$ cat src/design/ktbl_ram.sv
// Generic single-port-write, single-port-read RAM with registered read data.
`default_nettype none

module ktbl_ram #(
  parameter int WIDTH = 64,
  parameter int DEPTH = 64,
  localparam int AW = (DEPTH > 1) ? $clog2(DEPTH) : 1
) (
  input  wire logic             clk,
  input  wire logic             we,
  input  wire logic [AW-1:0]    waddr,
  input  wire logic [WIDTH-1:0] wdata,
  input  wire logic [AW-1:0]    raddr,
  output logic      [WIDTH-1:0] rdata
);

  logic [WIDTH-1:0] mem [DEPTH];

  always_ff @(posedge clk) begin
    if (we) begin
      mem[waddr] <= wdata;
    end
    rdata <= mem[raddr];
  end

endmodule

`default_nettype wire

$ cat config.mk
export PLATFORM = sky130hd
export DESIGN_NAME = ktbl_ram
export DESIGN_NICKNAME = d
export VERILOG_FILES = /design/src/design/ktbl_ram.sv
export SDC_FILE = /design/constraint.sdc
export NUM_CORES = 2
export LEC_CHECK = 0
export BUFFER_PORTS_ARGS = -buffer_cell sky130_fd_sc_hd__clkbuf_2
export CORE_UTILIZATION = 40
export DETAILED_ROUTE_END_ITERATION = 10
export HOLD_SLACK_MARGIN = 0.08
export SLEW_MARGIN = 20
export SYNTH_ARGS = -nofsm -noshare
export SYNTH_HDL_FRONTEND = slang
export SYNTH_SLANG_ARGS = --single-unit
export TNS_END_PERCENT = 50
$ cat constraint.sdc
create_clock -name clk -period 6.2 [get_ports clk]
set_input_delay 0 -clock clk [delete_from_list [all_inputs] [get_ports clk]]
set_output_delay 0 -clock clk [all_outputs]
set_load 0.01 [all_outputs]
======== Word-level counts from Yosys, hierarchy flattened ========
Memory sizes are Yosys's and may differ from the RTL's. A register that Yosys moved wholly into a read port is not among the register bits.
Index checks and enable logic that the tools add are counted.
cells by class
  muxes and demuxes ....................... 2
operators by type and width
  kind     number
  $mux W1  2
storage, ports and cells
  flip-flop bits (word level) ............. 0
  RAM bits ................................ 4096
  bits of input ports ..................... 78
  output and inout port bits .............. 64
  word-level logic and storage cells ...... 3
  memories ................................ 1
memory list
  memory  depth  width  read ports  clocked after memory_dff  wr ports  line  RTL
  mem     64     64     1           1                         1         17    logic [WIDTH-1:0] mem [DEPTH];

======== Depth between registers and ports, before layout ========
  depth after elaboration ................. 2
  gate-level depth with buffers ........... 9
  gate-level depth less buffers ........... 5

======== Worst setup path before layout ========
Ideal clock, no wire load.
  path kind ............................... input to register
  start ................................... input waddr[3]
  end ..................................... memory mem[48][0] (enable)
  setup time .............................. 564 ps
  arrival time ............................ 4872 ps
  required time ........................... 5636 ps
  setup slack ............................. 764 ps
  stages .................................. 4
  path buffers ............................ 1
  cells stage by stage .................... clkbuf_1 > nor2b_1 > nand4b_1 > nor3_1
RTL lines
  element             line  RTL
  start: declaration  11    input wire logic [AW-1:0] waddr,
  end: declaration    17
No word-level cell before the write port.

======== Worst setup path in the final report ========
  start ................................... input waddr[4]
  end ..................................... memory mem[54][40] (enable)
No word-level cell before the write port.

==> results.toml <==
[synth]
synth_area_mm2 = 0.156
synth_seq_area_share_pct = 79.5
synth-async-reset-ratio_pct = 0
synth_top_family_by_area = "multiplexers"
synth-edff-count = 4096
synth_xor_area_share_pct = 0
ys_ff_latch = 4160
avgSynthCellArea_um2 = 23.7
ys.flop_type = "edfxtp_1"
synthAdderAreaFrac_pct = 0
synth-simple-area-share_pct = 1.24
yosys_warnings = 0
synth_mux_area_share_pct = 15.6
synth_cell_types = 33
syn_inst = 6598
synthesis.nets = 6676
synth-compound-area-share_pct = 2.48

[setup_path]
worstPathArrival_ps = 3750
rr_endpoint = "rdata[62]"
critPathKind = "input port to register"
worstPathMaxFanout = 30
startpoint_type = "input port"
r2r_cells = 6
setup.worst_path.end_class = "register"
required_ps = 6770
regToRegStartpoint = "mem[11][62]"
reg2reg_slack_ps = 3780

[min_path]
holdPathStages = 2
worstHoldEndpoint = "mem[2][56]"
hold_start = "wdata[56]"
hp-class = "input port to register"

[finish]
area_growth_pct = 14.8
layout_common_cells = "4,096 x edfxtp_1, 1,024 x mux4_2, 427 x clkbuf_16, 176 x buf_4, 168 x a22oi_1"
utilization_pct = 46.1
drive_gt1_share_pct = 28.1
nNetsFinal = 7176
mostFrequentLayoutCell = "edfxtp_1"

[floorplanning]
die_x_um = 627
io_pins = 142
die_area_mm2 = 0.393
die_h_um = 627
coreArea_mm2 = 0.389
rows = 229
initial_core_util_pct = 40.2

[pwr]
power.leakage_nw = 55.7
ir_drop_v = 0.000248
p_comb_share_pct = 4.6
power_density_mw_per_mm2 = 332
pwr-share-seq_pct = 52.6
switching_share_pct = 21.3
switching_power_mw = 12.7
cellInternalPower_mw = 46.9
p_clk_share_pct = 42.8

[outcome]
violations = "design-rule violations"
outcome = "finished, violations left"

[route]
wl_per_cell_um = 35.2
drt_iter0_markers = 9749
drc = 8
viasPerCell = 6.03
routed_wl_um = 446000
drt_pass1_iterations = 8
postRouteAntennaNets = 0
num_vias = 76400

[clock_tree]
worstSkewPairLatency_ps = 970
cts_buffers = 422
cts_tree = "built"
max-clock-path-buffers = 4
path_clk_slew_ps = 60
cts_sinks = 4160
clockRootBuffer = "clkbuf_16"
postCtsSetupRepairBufs = 0
cts-htree-levels = 5

[timing]
tightest_slew_ps = 1200
setup_viol = 0
min_period_ps = 3180
finalCritPeriodShare_pct = 51.2
hold_viol_final = 0
skew_ps = 66.1
finalMaxSlewViolations = 0
max_slew_margin_pct = 20.1
hold_slack_ps = 125
rsz0062_at_grt = "false"
timing.fmax_mhz = 315
fin_tns_setup_ps = 0

[global_route]
grt-ovfl-total = 0
antenna_found_initial = 32
grt_max_degree = 114
grt_pass1_vias = 76500
grt_usage_pct = 22.6
grt_pass1_wl_um = 619000

[place]
port_buffers = 141
gp_congestion = 0.771
hpwl_um = 235000

[job]
cap_violations = 0
-- layout make-up --
type / instances / area [um^2]
Fill cell: 32000 / 210000
Sequential cell: 4160 / 124000
Multi-Input combinational cell: 2049 / 30800
Clock buffer: 557 / 11400
Tap cell: 5197 / 6500
Timing Repair Buffer: 446 / 3980
Clock inverter: 234 / 2440
Inverter: 19 / 71.3
Antenna cell: 13 / 32.5
-- layer usage --
layer / wire, um / vias up / global-route usage (%)
met5: 69 / - / 0
met4: 15400 / 10 / 7.24
met3: 35400 / 738 / 3.30
met2: 217000 / 3804 / 36.8
met1: 179000 / 42300 / 31.4
li1: - / 29600 / -
-- registers in the layout, summed over array words and instances, names as in the netlist --
signal,cells
rdata,64
mem,4096
-- metrics by stage --
stage	cell area (um^2)	worst slack [ps]	total power, mW	std cells
final	179000	3020	59.5	12700
after global routing	179000	3000	61.1	12700
after CTS	179000	3080	59.9	12700
after detailed placement	165000	2510	34.6	11800
after global placement	165000	2480	34.6	11800
after floorplan	156000	764	33.3	6598
-- how the worst max path moves through the flow --
stage | from | end | slack [ps] | cells after the start
global route | raddr[1] | rdata[40] | 3000 | 9
global placement | raddr[3] | rdata[40] | 2480 | 6
detailed placement | raddr[3] | rdata[40] | 2510 | 6
finish | waddr[4] | mem[54][40] | 3020 | 7
CTS | raddr[1] | rdata[40] | 3080 | 9
floorplan | waddr[3] | mem[48][0] | 760 | 4
-- what timing repair did --
action,4_1_cts,5_1_grt
hold buffers,77,3
endpoints found under the hold margin,3974,95
setup endpoints to repair,0,0
gates resized for setup,0,0
-- Yosys cell counts, types with 3 or more instances --
library cell	n	area share (%)
edfxtp_1	4096	79
mux4_2	1024	15
buf_2	170	0.54
a22oi_1	168	0.81
clkbuf_1	140	0.34
mux2i_1	135	0.86
nor2_1	112	0.27
a22o_1	88	0.49
o22ai_1	83	0.33
and3_1	64	0.26
dfxtp_1	64	0.82
a211oi_1	63	0.30
nand2_1	58	0.14
nand3_1	45	0.14
o221ai_1	38	0.21
buf_4	34	0.16
or3_1	29	0.12
nor2b_1	28	0.11
or2_2	28	0.11
a41oi_1	26	0.15
buf_1	20	0.048
a2bb2oi_1	19	0.11
inv_1	19	0.046
a31oi_1	18	0.072
nand2b_1	11	0.044
buf_6	6	0.043
and2_1	3	0.012
-- power by group through the flow --
stage	sequential (mW)	combinational (mW)	clock [mW]
6_report	31.3	2.74	25.5
5_1_grt	31.3	2.89	26.8
4_1_cts	31.3	2.76	25.8
3_5_place_dp	31.9	2.70	0
3_3_place_gp	31.9	2.66	0
2_1_floorplan	31.8	1.45	0
-- cell families (layout without fill, tap and decap cells) --
family / count (synthesis) / count (layout)
other: 0 / 13
flip-flops: 4160 / 4160
AND/OR/NAND/NOR: 386 / 386
AO/OA/AOI/OAI: 504 / 504
multiplexers: 1159 / 1159
buffers and inverters: 389 / 1256
-- worst max-delay path, cell delays in order --
cell and delay, ps:
dlygate4sd3_1 620, clkbuf_2 190, nor2b_1 270, nand4b_1 200, dlygate4sd3_1 740, nor2_4 850
buf_4 800
Power figures use the tool's default switching activity.
