### src/design/ktbl_pkg.sv
// Shared types and constants for the keyed table.
`default_nettype none

package ktbl_pkg;

  localparam int SLOTS_DEFAULT = 64;

  localparam int KEY_W    = 32;
  localparam int VOL_W    = 32;
  localparam int SLOT_W   = 6;
  localparam int COUNT_W  = 7;
  localparam int STATUS_W = 2;

  // Command codes
  localparam logic [1:0] CMD_ADD    = 2'd0;
  localparam logic [1:0] CMD_FIND   = 2'd1;
  localparam logic [1:0] CMD_REMOVE = 2'd2;

  // Status codes
  localparam logic [STATUS_W-1:0] ST_OK   = 2'd0;
  localparam logic [STATUS_W-1:0] ST_FULL = 2'd1;
  localparam logic [STATUS_W-1:0] ST_MISS = 2'd2;

  typedef enum logic [1:0] {
    S_IDLE,
    S_SCAN,
    S_MOVE,
    S_DONE
  } state_t;

  typedef struct packed {
    logic [STATUS_W-1:0]     status;
    logic [SLOT_W-1:0]       slot_index;
    logic signed [VOL_W-1:0] found_volume;
    logic signed [VOL_W-1:0] total_volume;
    logic [COUNT_W-1:0]      entry_count;
  } result_t;

endpackage

`default_nettype wire

### src/design/ktbl_if.sv
// Request and result channel interfaces of the keyed table.
`default_nettype none

interface ktbl_req_if;
  logic               valid;
  logic               ready;
  logic [1:0]         command;
  logic signed [31:0] key;
  logic signed [31:0] volume;

  modport source (output valid, command, key, volume, input ready);
  modport sink   (input valid, command, key, volume, output ready);
endinterface


`default_nettype wire

### src/design/ktbl_ctrl.sv
// Command sequencer: add, linear scan for find and remove, swap-with-last move.
`default_nettype none

module ktbl_ctrl #(
  parameter int SLOTS = ktbl_pkg::SLOTS_DEFAULT,
  localparam int IDX_W = (SLOTS > 1) ? $clog2(SLOTS) : 1,
  localparam int CNT_W = $clog2(SLOTS + 1)
) (
  input  wire logic               clk,
  input  wire logic               rst,
  ktbl_req_if.sink                req,
  output ktbl_pkg::result_t       res,
  output logic                    res_valid,
  input  wire logic               res_take,
  output logic                    ram_we,
  output logic [IDX_W-1:0]        ram_waddr,
  output logic [63:0]             ram_wdata,
  output logic [IDX_W-1:0]        ram_raddr,
  input  wire logic [63:0]        ram_rdata
);

  import ktbl_pkg::*;

  state_t state, state_next;

  logic [1:0]        cmd;
  logic [KEY_W-1:0]  key;
  logic [CNT_W-1:0]  count;
  logic [VOL_W-1:0]  total;
  logic [IDX_W-1:0]  rd_idx;
  logic [IDX_W-1:0]  hit_idx;

  logic              accept;
  logic              full;
  logic              match;
  logic              at_last;
  logic [CNT_W-1:0]  count_inc;
  logic [CNT_W-1:0]  count_dec;
  logic [IDX_W-1:0]  last_idx;
  logic [KEY_W-1:0]  rd_key;
  logic [VOL_W-1:0]  rd_vol;
  logic [VOL_W-1:0]  total_add;
  logic [31:0]       count_wide;
  logic [31:0]       count_inc_wide;
  logic [31:0]       count_dec_wide;
  logic [31:0]       rd_wide;
  logic [31:0]       hit_wide;

  assign accept    = req.valid && req.ready;
  assign full      = (count == CNT_W'(SLOTS));
  assign count_inc = count + CNT_W'(1);
  assign count_dec = count - CNT_W'(1);
  assign last_idx  = count_dec[IDX_W-1:0];
  assign rd_key    = ram_rdata[63:32];
  assign rd_vol    = ram_rdata[31:0];
  assign match     = (rd_key == key);
  assign at_last   = (rd_idx == last_idx);
  assign total_add = total + req.volume;

  // Widen before masking to the fixed result field widths
  assign count_wide     = 32'(count);
  assign count_inc_wide = 32'(count_inc);
  assign count_dec_wide = 32'(count_dec);
  assign rd_wide        = 32'(rd_idx);
  assign hit_wide       = 32'(hit_idx);

  always_comb begin
    state_next = state;
    case (state)
      S_IDLE: begin
        if (accept) begin
          if ((req.command inside {CMD_FIND, CMD_REMOVE}) && count != '0) begin
            state_next = S_SCAN;
          end else begin
            state_next = S_DONE;
          end
        end
      end
      S_SCAN: begin
        if (match) begin
          state_next = (cmd == CMD_REMOVE) ? S_MOVE : S_DONE;
        end else if (at_last) begin
          state_next = S_DONE;
        end
      end
      S_MOVE:  state_next = S_DONE;
      S_DONE: begin
        if (res_take) begin
          state_next = S_IDLE;
        end
      end
      default: state_next = S_IDLE;
    endcase
  end

  always_comb begin
    req.ready = 1'b0;
    res_valid = 1'b0;
    ram_we    = 1'b0;
    ram_waddr = count[IDX_W-1:0];
    ram_wdata = {req.key, req.volume};
    ram_raddr = '0;
    case (state)
      S_IDLE: begin
        req.ready = 1'b1;
        ram_we    = req.valid && (req.command == CMD_ADD) && !full;
      end
      S_SCAN: begin
        // Fetch the last entry on a remove hit, else the next slot
        ram_raddr = (match && cmd == CMD_REMOVE) ? last_idx : rd_idx + IDX_W'(1);
      end
      S_MOVE: begin
        ram_we    = 1'b1;
        ram_waddr = hit_idx;
        ram_wdata = ram_rdata;
      end
      S_DONE:  res_valid = 1'b1;
      default: ;
    endcase
  end

  always_ff @(posedge clk) begin
    if (rst) begin
      state <= S_IDLE;
      count <= '0;
      total <= '0;
    end else begin
      state <= state_next;
      case (state)
        S_IDLE: begin
          if (accept && req.command == CMD_ADD && !full) begin
            count <= count_inc;
            total <= total_add;
          end
        end
        S_SCAN: begin
          if (match && cmd == CMD_REMOVE) begin
            total <= total - rd_vol;
          end
        end
        S_MOVE:  count <= count_dec;
        default: ;
      endcase
    end
  end

  always_ff @(posedge clk) begin
    case (state)
      S_IDLE: begin
        if (accept) begin
          cmd    <= req.command;
          key    <= req.key;
          rd_idx <= '0;
          case (req.command)
            CMD_ADD: begin
              if (full) begin
                res <= '{ST_FULL, '0, '0, total, count_wide[COUNT_W-1:0]};
              end else begin
                res <= '{ST_OK, count_wide[SLOT_W-1:0], '0, total_add,
                         count_inc_wide[COUNT_W-1:0]};
              end
            end
            CMD_FIND, CMD_REMOVE: begin
              res <= '{(count == '0) ? ST_MISS : ST_OK, '0, '0, total,
                       count_wide[COUNT_W-1:0]};
            end
            default: begin
              res <= '{ST_OK, '0, '0, total, count_wide[COUNT_W-1:0]};
            end
          endcase
        end
      end
      S_SCAN: begin
        if (match) begin
          hit_idx <= rd_idx;
          if (cmd == CMD_FIND) begin
            res <= '{ST_OK, rd_wide[SLOT_W-1:0], rd_vol, total,
                     count_wide[COUNT_W-1:0]};
          end
        end else if (at_last) begin
          res <= '{ST_MISS, '0, '0, total, count_wide[COUNT_W-1:0]};
        end else begin
          rd_idx <= rd_idx + IDX_W'(1);
        end
      end
      S_MOVE: begin
        res <= '{ST_OK, hit_wide[SLOT_W-1:0], '0, total,
                 count_dec_wide[COUNT_W-1:0]};
      end
      default: ;
    endcase
  end

`ifndef ASSERT_OFF
  a_count_bound: assert property (@(posedge clk) disable iff (rst)
    count <= CNT_W'(SLOTS))
    else $error("entry count exceeds table size");

  a_scan_in_use: assert property (@(posedge clk) disable iff (rst)
    state == S_SCAN |-> (count != '0 && CNT_W'(rd_idx) < count))
    else $error("scan reached a slot not in use");

  a_move_shrinks: assert property (@(posedge clk) disable iff (rst)
    state == S_MOVE |=> count == $past(count_dec))
    else $error("remove did not shrink the table by one");

  a_miss_clean: assert property (@(posedge clk) disable iff (rst)
    (state == S_DONE && res.status != ST_OK) |->
      (res.slot_index == '0 && res.found_volume == '0))
    else $error("failed command reports a slot or volume");

  a_write_owner: assert property (@(posedge clk) disable iff (rst)
    ram_we |-> (state == S_MOVE || (state == S_IDLE && !full)))
    else $error("table write outside add or move");
`endif

endmodule

`default_nettype wire

### src/flat_wrapper.sv
// flat-port wrapper written by rule: the top's interface ports become plain ports
module ktbl_ctrl_flat import ktbl_pkg::*;
#(
  parameter int SLOTS = ktbl_pkg::SLOTS_DEFAULT,
  localparam int IDX_W = (SLOTS > 1) ? $clog2(SLOTS) : 1,
  localparam int CNT_W = $clog2(SLOTS + 1)
)
  (clk, rst, res, res_valid, res_take, ram_we, ram_waddr, ram_wdata, ram_raddr, ram_rdata, req_valid, req_command, req_key, req_volume, req_ready);
  ktbl_req_if req_i ();
  input  wire logic clk;
  input  wire logic rst;
  output ktbl_pkg::result_t res;
  output logic res_valid;
  input  wire logic res_take;
  output logic ram_we;
  output logic [IDX_W-1:0] ram_waddr;
  output logic [63:0] ram_wdata;
  output logic [IDX_W-1:0] ram_raddr;
  input  wire logic [63:0] ram_rdata;
  input wire logic [$bits(req_i.valid)-1:0] req_valid;
  input wire logic [$bits(req_i.command)-1:0] req_command;
  input wire logic [$bits(req_i.key)-1:0] req_key;
  input wire logic [$bits(req_i.volume)-1:0] req_volume;
  output wire logic [$bits(req_i.ready)-1:0] req_ready;
  assign req_i.valid = req_valid;
  assign req_i.command = req_command;
  assign req_i.key = req_key;
  assign req_i.volume = req_volume;
  assign req_ready = req_i.ready;
  ktbl_ctrl #(.SLOTS(SLOTS)) u_core (.clk(clk), .rst(rst), .req(req_i), .res(res), .res_valid(res_valid), .res_take(res_take), .ram_we(ram_we), .ram_waddr(ram_waddr), .ram_wdata(ram_wdata), .ram_raddr(ram_raddr), .ram_rdata(ram_rdata));
endmodule
### config.mk
export PLATFORM = sky130hd
export DESIGN_NAME = ktbl_ctrl_flat
export DESIGN_NICKNAME = d
export VERILOG_FILES = /design/src/design/ktbl_pkg.sv /design/src/design/ktbl_if.sv /design/src/design/ktbl_ctrl.sv /design/src/flat_wrapper.sv
export SDC_FILE = /design/constraint.sdc
export NUM_CORES = 1
export LEC_CHECK = 0
export BUFFER_PORTS_ARGS = -buffer_cell sky130_fd_sc_hd__buf_4
export CAP_MARGIN = 20
export CELL_PAD_IN_SITES_DETAIL_PLACEMENT = 1
export CELL_PAD_IN_SITES_GLOBAL_PLACEMENT = 1
export CORE_UTILIZATION = 30
export CTS_CLUSTER_DIAMETER = 100
export DETAILED_ROUTE_END_ITERATION = 7
export GPL_TIMING_DRIVEN = 0
export PLACE_DENSITY_LB_ADDON = 0.1
export SKIP_CTS_REPAIR_TIMING = 1
export SLEW_MARGIN = 20
export SYNTH_ARGS = -nofsm -noshare
export SYNTH_HDL_FRONTEND = slang
export SYNTH_SLANG_ARGS = --single-unit
### constraint.sdc
create_clock -name clk -period 16.5 [get_ports clk]
set_clock_uncertainty 0.05 [all_clocks]
set_input_delay 0.825 -clock clk [delete_from_list [all_inputs] [get_ports clk]]
set_output_delay 0.825 -clock clk [all_outputs]
set_load 0.05 [all_outputs]
* Yosys cells after proc, flatten, opt, wreduce, memory -nomap -nowiden *
Cells that the tools add are included.

word-level totals
  flip-flop bits (word level) = 166
  input port bits = 134
  word-level logic and storage cells = 90

cells by class
  add/sub/neg operators = 5
  equal/unequal tests = 18
  mux-type cells = 31
  reduce and logical (&&, ||, !) cells = 24

operator list
  kind                                                                count
  79-bit two-way mux                                                  4
  79-bit one-hot mux with 3 select lines                              1
  79-bit one-hot mux with 2 select lines                              1
  78-bit two-way mux                                                  1
  32-bit two-way mux                                                  2
  64-bit two-way mux                                                  1
  32-bit one-hot mux with 2 select lines                              1
  6-bit two-way mux                                                   6
  32-bit adder                                                        1
  32-bit equality test                                                1
  32-bit subtractor                                                   1
  7-bit one-hot mux with 2 select lines                               1
  2-bit two-way mux                                                   6
  6-bit one-hot mux with 2 select lines                               1
  2-bit equality test, second input constant                          4
  2-bit one-hot mux with 4 select lines                               1
  4-bit AND reduction                                                 2
  7-bit by 1-bit adder with 7-bit output, second input constant       1
  7-bit equality test, second input constant                          1
  1-bit logical AND                                                   7
  7-bit zero test                                                     1
  7-bit two-way mux                                                   1
  7-bit nonzero test                                                  1
  7-bit by 1-bit subtractor with 7-bit output, second input constant  1
  other kinds (16)                                                    30

* Logic depth before layout (Yosys ltp) *
  depth after elaboration = 7
  mapped depth = 12

* Worst setup path before layout *
OpenSTA, ideal clock, no wires.

  path type = reg-to-reg
  start point = reg u_core.count[0]
  end point = reg, netlist name u_core.res[0]
  library setup time = 634 ps
  arrival time = 7743 ps
  data required time = 15816 ps
  path slack = 8073 ps
  stages on the path, launching flop included = 10
  period minus slack after synthesis = 8427 ps
  cell sequence = dfxtp_1 inv_1 ha_1 or3b_1 xor2_1 xnor2_1 nor4_1 nand3_1 a21o_1 a211oi_1

on the way
  cells in the longest elaborated chain, start to end = 4

ends and longest elaborated chain
  what                                                RTL line          RTL
  start: declaration                                  ktbl_ctrl.sv:28   logic [CNT_W-1:0] count;
  start signal: assignment                            ktbl_ctrl.sv:132  count <= count_inc;
  start signal: assignment                            ktbl_ctrl.sv:141  S_MOVE: count <= count_dec;
  7-bit by 1-bit subtractor with 7-bit output         ktbl_ctrl.sv:52   assign count_dec = count - CNT_W'(1);
  6-bit equality test                                 ktbl_ctrl.sv:57   assign at_last = (rd_idx == last_idx);
  3-bit by 1-bit != test with 1-bit output (no line)  n/a
  4-bit AND reduction (no line)                       n/a

Every way passes these cells.
A chain may end at the register's enable or synchronous reset.

* Worst setup path in the final report *
  start point = in ram_rdata[50]
  end point = out ram_raddr[5]

on the way
  cells in the longest elaborated chain, start to end = 4

ends and longest elaborated chain
  what                  RTL line            RTL
  start: declaration    flat_wrapper.sv:19  input wire logic [63:0] ram_rdata;
  32-bit equality test  ktbl_ctrl.sv:56     assign match = (rd_key == key);
  1-bit logical AND     ktbl_ctrl.sv:110    ram_raddr = (match && cmd == CMD_REMOVE) ? last_idx : rd_idx + IDX_W'(1);
  6-bit two-way mux     ktbl_ctrl.sv:110
  6-bit two-way mux     ktbl_ctrl.sv:103    case (state)
  end: declaration      flat_wrapper.sv:18  output logic [IDX_W-1:0] ram_raddr;

Every way passes these cells.

==> run metrics <==
outcome=finished, final reports clean; CTS tree=yes; period utilization=0.264; Post-Syn Area=0.0118 mm²; I/O Buffers=290; Rows=72; Synth area leader=edfxtp_1; Gate power share=0.641; total iterations of the first detailed-routing run=5; die height=200 µm; CTS sink count=166; GRT overflow=0; largest net degree at the start of global routing=29; Sw Pwr=approximately 1700 µW; fin nets=approximately 1700; Worst-Skew Late Latency=approximately 460 ps; RR Startpoint=u_core.count[0]$_SDFFE_PP0P_; Seq/Total Area, Yosys=0.389; Placed Cells=roughly 2000; Peak VDD IR=just under 0.1 mV; cell family with most CP delay=simple AND/OR/NAND/NOR gates; commonest non-fill, non-tap cells in the layout=buf_4, edfxtp_1, nor2_1; internal power=about 1500 µW; PwrDens=208 mW/mm²; total negative slack=0 ps; synth top area cells=edfxtp_1, ha_1, dfxtp_1; Syn Nets=1423; Gate Count Post-Synth=~1200; RSZ-0062 raised after global routing=false; Min-Delay Endpoint=u_core.hit_idx[2]$_DFFE_PP_; layout cells sized above 1=0.279; Cell Chain, Critical Path=buf_4, xor2_1, nor4_1, nand4_1, nor2_1, nand3b_1, clkbuf_1, mux2_2, nor2_1, buf_4; Rel. slew slack=0.306; Critical Path RT=between 15000 and 20000 ps; Synth async-reset ratio=0; clk buf depth=2; syn_area_per_cell=roughly 9.7 µm²; H-tree levels=4; worst stage delay on the critical path=510 ps; Antenna Nets Post-Route=0; P&R area growth vs syn=29.6%; Fillers=about 4400; CP Buf/Inv Count=3; Die Wd=approximately 200 µm; Clk network pwr share=0.124; crit path launch type=input port; Iteration-0 DRC Markers=about 500; CP arrival=~3500 ps; DRC Markers=0; die area=around 0.040 mm²; setup violators final=0; Final Non-Filler Cells=between 2000 and 2500; Warnings, synthesis=0; Num CTS Buffers=17; core box area=0.0386 mm²; Root Buffer=clkbuf_16; Initial Util=0.304; worst slew pin tran=1030 ps; leakage power=0.00654 µW; Final Hold Violating Endpoints=0; sequential share of power=0.235; total track usage=0.230; Reg clk slew, reported paths=around 70 ps; hold path depth=0; crit-path max FO=10; HPWL after DPL=between 30 and 40 mm; RR Endpoint=u_core.res[36]$_DFFE_PP_; Distinct cells, synth=80; WS Path Type=in2out; Post-synth EDFFs=roughly 130; CP Capture Type=output port; FMAX=roughly 230 MHz; Synth Flop Type=edfxtp_1; R2R cell count=9; Sw Ratio=0.523; most common cell after layout, fill and taps aside=buf_4; Tmin final=4360 ps; wire length per cell=22.0 µm; antenna violations before repair=1; number of I/O pins=slightly below 300; Max stage delay cell, worst path=nor4_1; Max Slew Vio Count=0; Vias=10700; min-delay src=u_core.rd_idx[2]$_SDFFCE_PN0P_; top-area cell type share of the netlist area=0.319; DR vias/cell=roughly 5.2; r2r setup slk=12500 ps; routed wire length=between 40 and 50 mm; Hold Path Class=reg2reg; register bit count reported by yosys=~170; maxcap violations=0; vias in the first global route=about 11000; first-pass GRT wire length=~68 mm; GPL Wtd Cong=roughly 0.87
## cells by family after synthesis
| group | Yosys count | synth area share |
|---|---|---|
| adders and majority gates | 74 | 0.0800 |
| muxes | 80 | 0.0757 |
| AOI/OAI and AO/OA | 328 | 0.192 |
| DFF | 166 | 0.389 |
| and+or+nand+nor | 341 | 0.144 |
| xor gates and xnor gates | 103 | 0.0767 |
| buffers and inverters | 123 | 0.0427 |
## state kept, by name, indices dropped and copies added, names as in the netlist
signal          count
u_core.cmd          2
u_core.count        7
u_core.hit_idx      6
u_core.key         32
u_core.rd_idx       6
u_core.res         79
u_core.state        2
u_core.total       32
## metal layers
layer,routed length [µm],vias up,global-route usage
li1,-,5124,-
met4,734,0,0.0554
met2,22000,247,0.390
met1,20800,5273,0.304
met3,1880,43,0.0393
met5,0,-,0
## layout make-up
cell class	instances	area (µm²)	area share
Inverter	61	229	0.0150
Tap cell	518	648	0.0425
Clock inverter	13	108	0.00706
Clock buffer	18	429	0.0282
Multi-Input combinational cell	926	6710	0.440
Sequential cell	166	4570	0.300
Buffer	62	273	0.0179
Timing Repair Buffer	297	2270	0.149
Antenna cell	2	5.00	0.000328
## power by group through the flow
stage,logic (µW),clock network (µW),registers [µW]
after floorplan,1040,0,1090
after global placement,1990,0,795
after detailed placement,2040,0,756
after CTS,2050,397,749
after global routing,2180,416,765
final,2040,392,747
## synth_stat cells, types with 3 or more instances
cell      instances
a211o_1           4
a211oi_1         43
a21o_1           31
a21oi_1          70
a221oi_1          5
a222oi_1          5
a22o_1           28
a22oi_1           3
a311oi_1          7
a31oi_1          14
and2_1           41
and3_1           11
buf_1             7
buf_2             9
clkbuf_1         41
dfxtp_1          41
edfxtp_1        125
ha_1             72
inv_1            60
mux2_2           72
mux2i_1           8
nand2_1          75
nand2b_1         21
nand3_1          22
nand3b_1          3
nand4_1          14
nor2_1           94
nor2b_1          11
nor3_1           21
nor4_1           11
o211ai_1         11
o21a_1            8
o21ai_0          51
o21ai_1           8
o21bai_1          3
o221ai_1          4
o22ai_1           7
o31ai_1           4
or3_1             3
xnor2_1          36
xor2_1           67
## worst max-delay path by stage
stage / from / end / slack, ps / depth (start not counted)
after floorplan: u_core.count[0]$_SDFFE_PP0P_ / u_core.res[0]$_DFFE_PP_ / 8070 / 9
after global placement: ram_rdata[50] / u_core.res[57]$_DFFE_PP_ / 3880 / 8
after detailed placement: ram_rdata[50] / ram_raddr[5] / 12150 / 10
after CTS: u_core.state[0]$_SDFFE_PP0P_ / ram_wdata[33] / 12080 / 7
after global routing: ram_rdata[50] / ram_raddr[3] / 11920 / 9
final: ram_rdata[50] / ram_raddr[5] / 12140 / 10
## worst reg2reg max path, stage by stage (launching register included)
cell and delay, ps:
dfxtp_1 550, inv_1 190, ha_1 310, or3b_1 330, nor3_2 90, nand2_1 290, nand2b_1 240, nor2_1 790
clkbuf_1 750, a22o_1 280
## per-stage QoR
| stage | hold slack, ps | area [µm²] | setup WS (ps) | total power (µW) | util |
|---|---|---|---|---|---|
| 2_1_floorplan | 374 | 11800 | 8070 | 2140 | - |
| 3_3_place_gp | 384 | 14600 | 3880 | 2790 | 0.377 |
| 3_5_place_dp | 388 | 14700 | 12150 | 2800 | 0.380 |
| 4_1_cts | 409 | 15200 | 12080 | 3200 | 0.394 |
| 5_1_grt | 409 | 15200 | 11920 | 3360 | 0.394 |
| 6_report | 407 | 15200 | 12140 | 3180 | 0.394 |
Note: power is estimated with default switching activity, not from simulation.
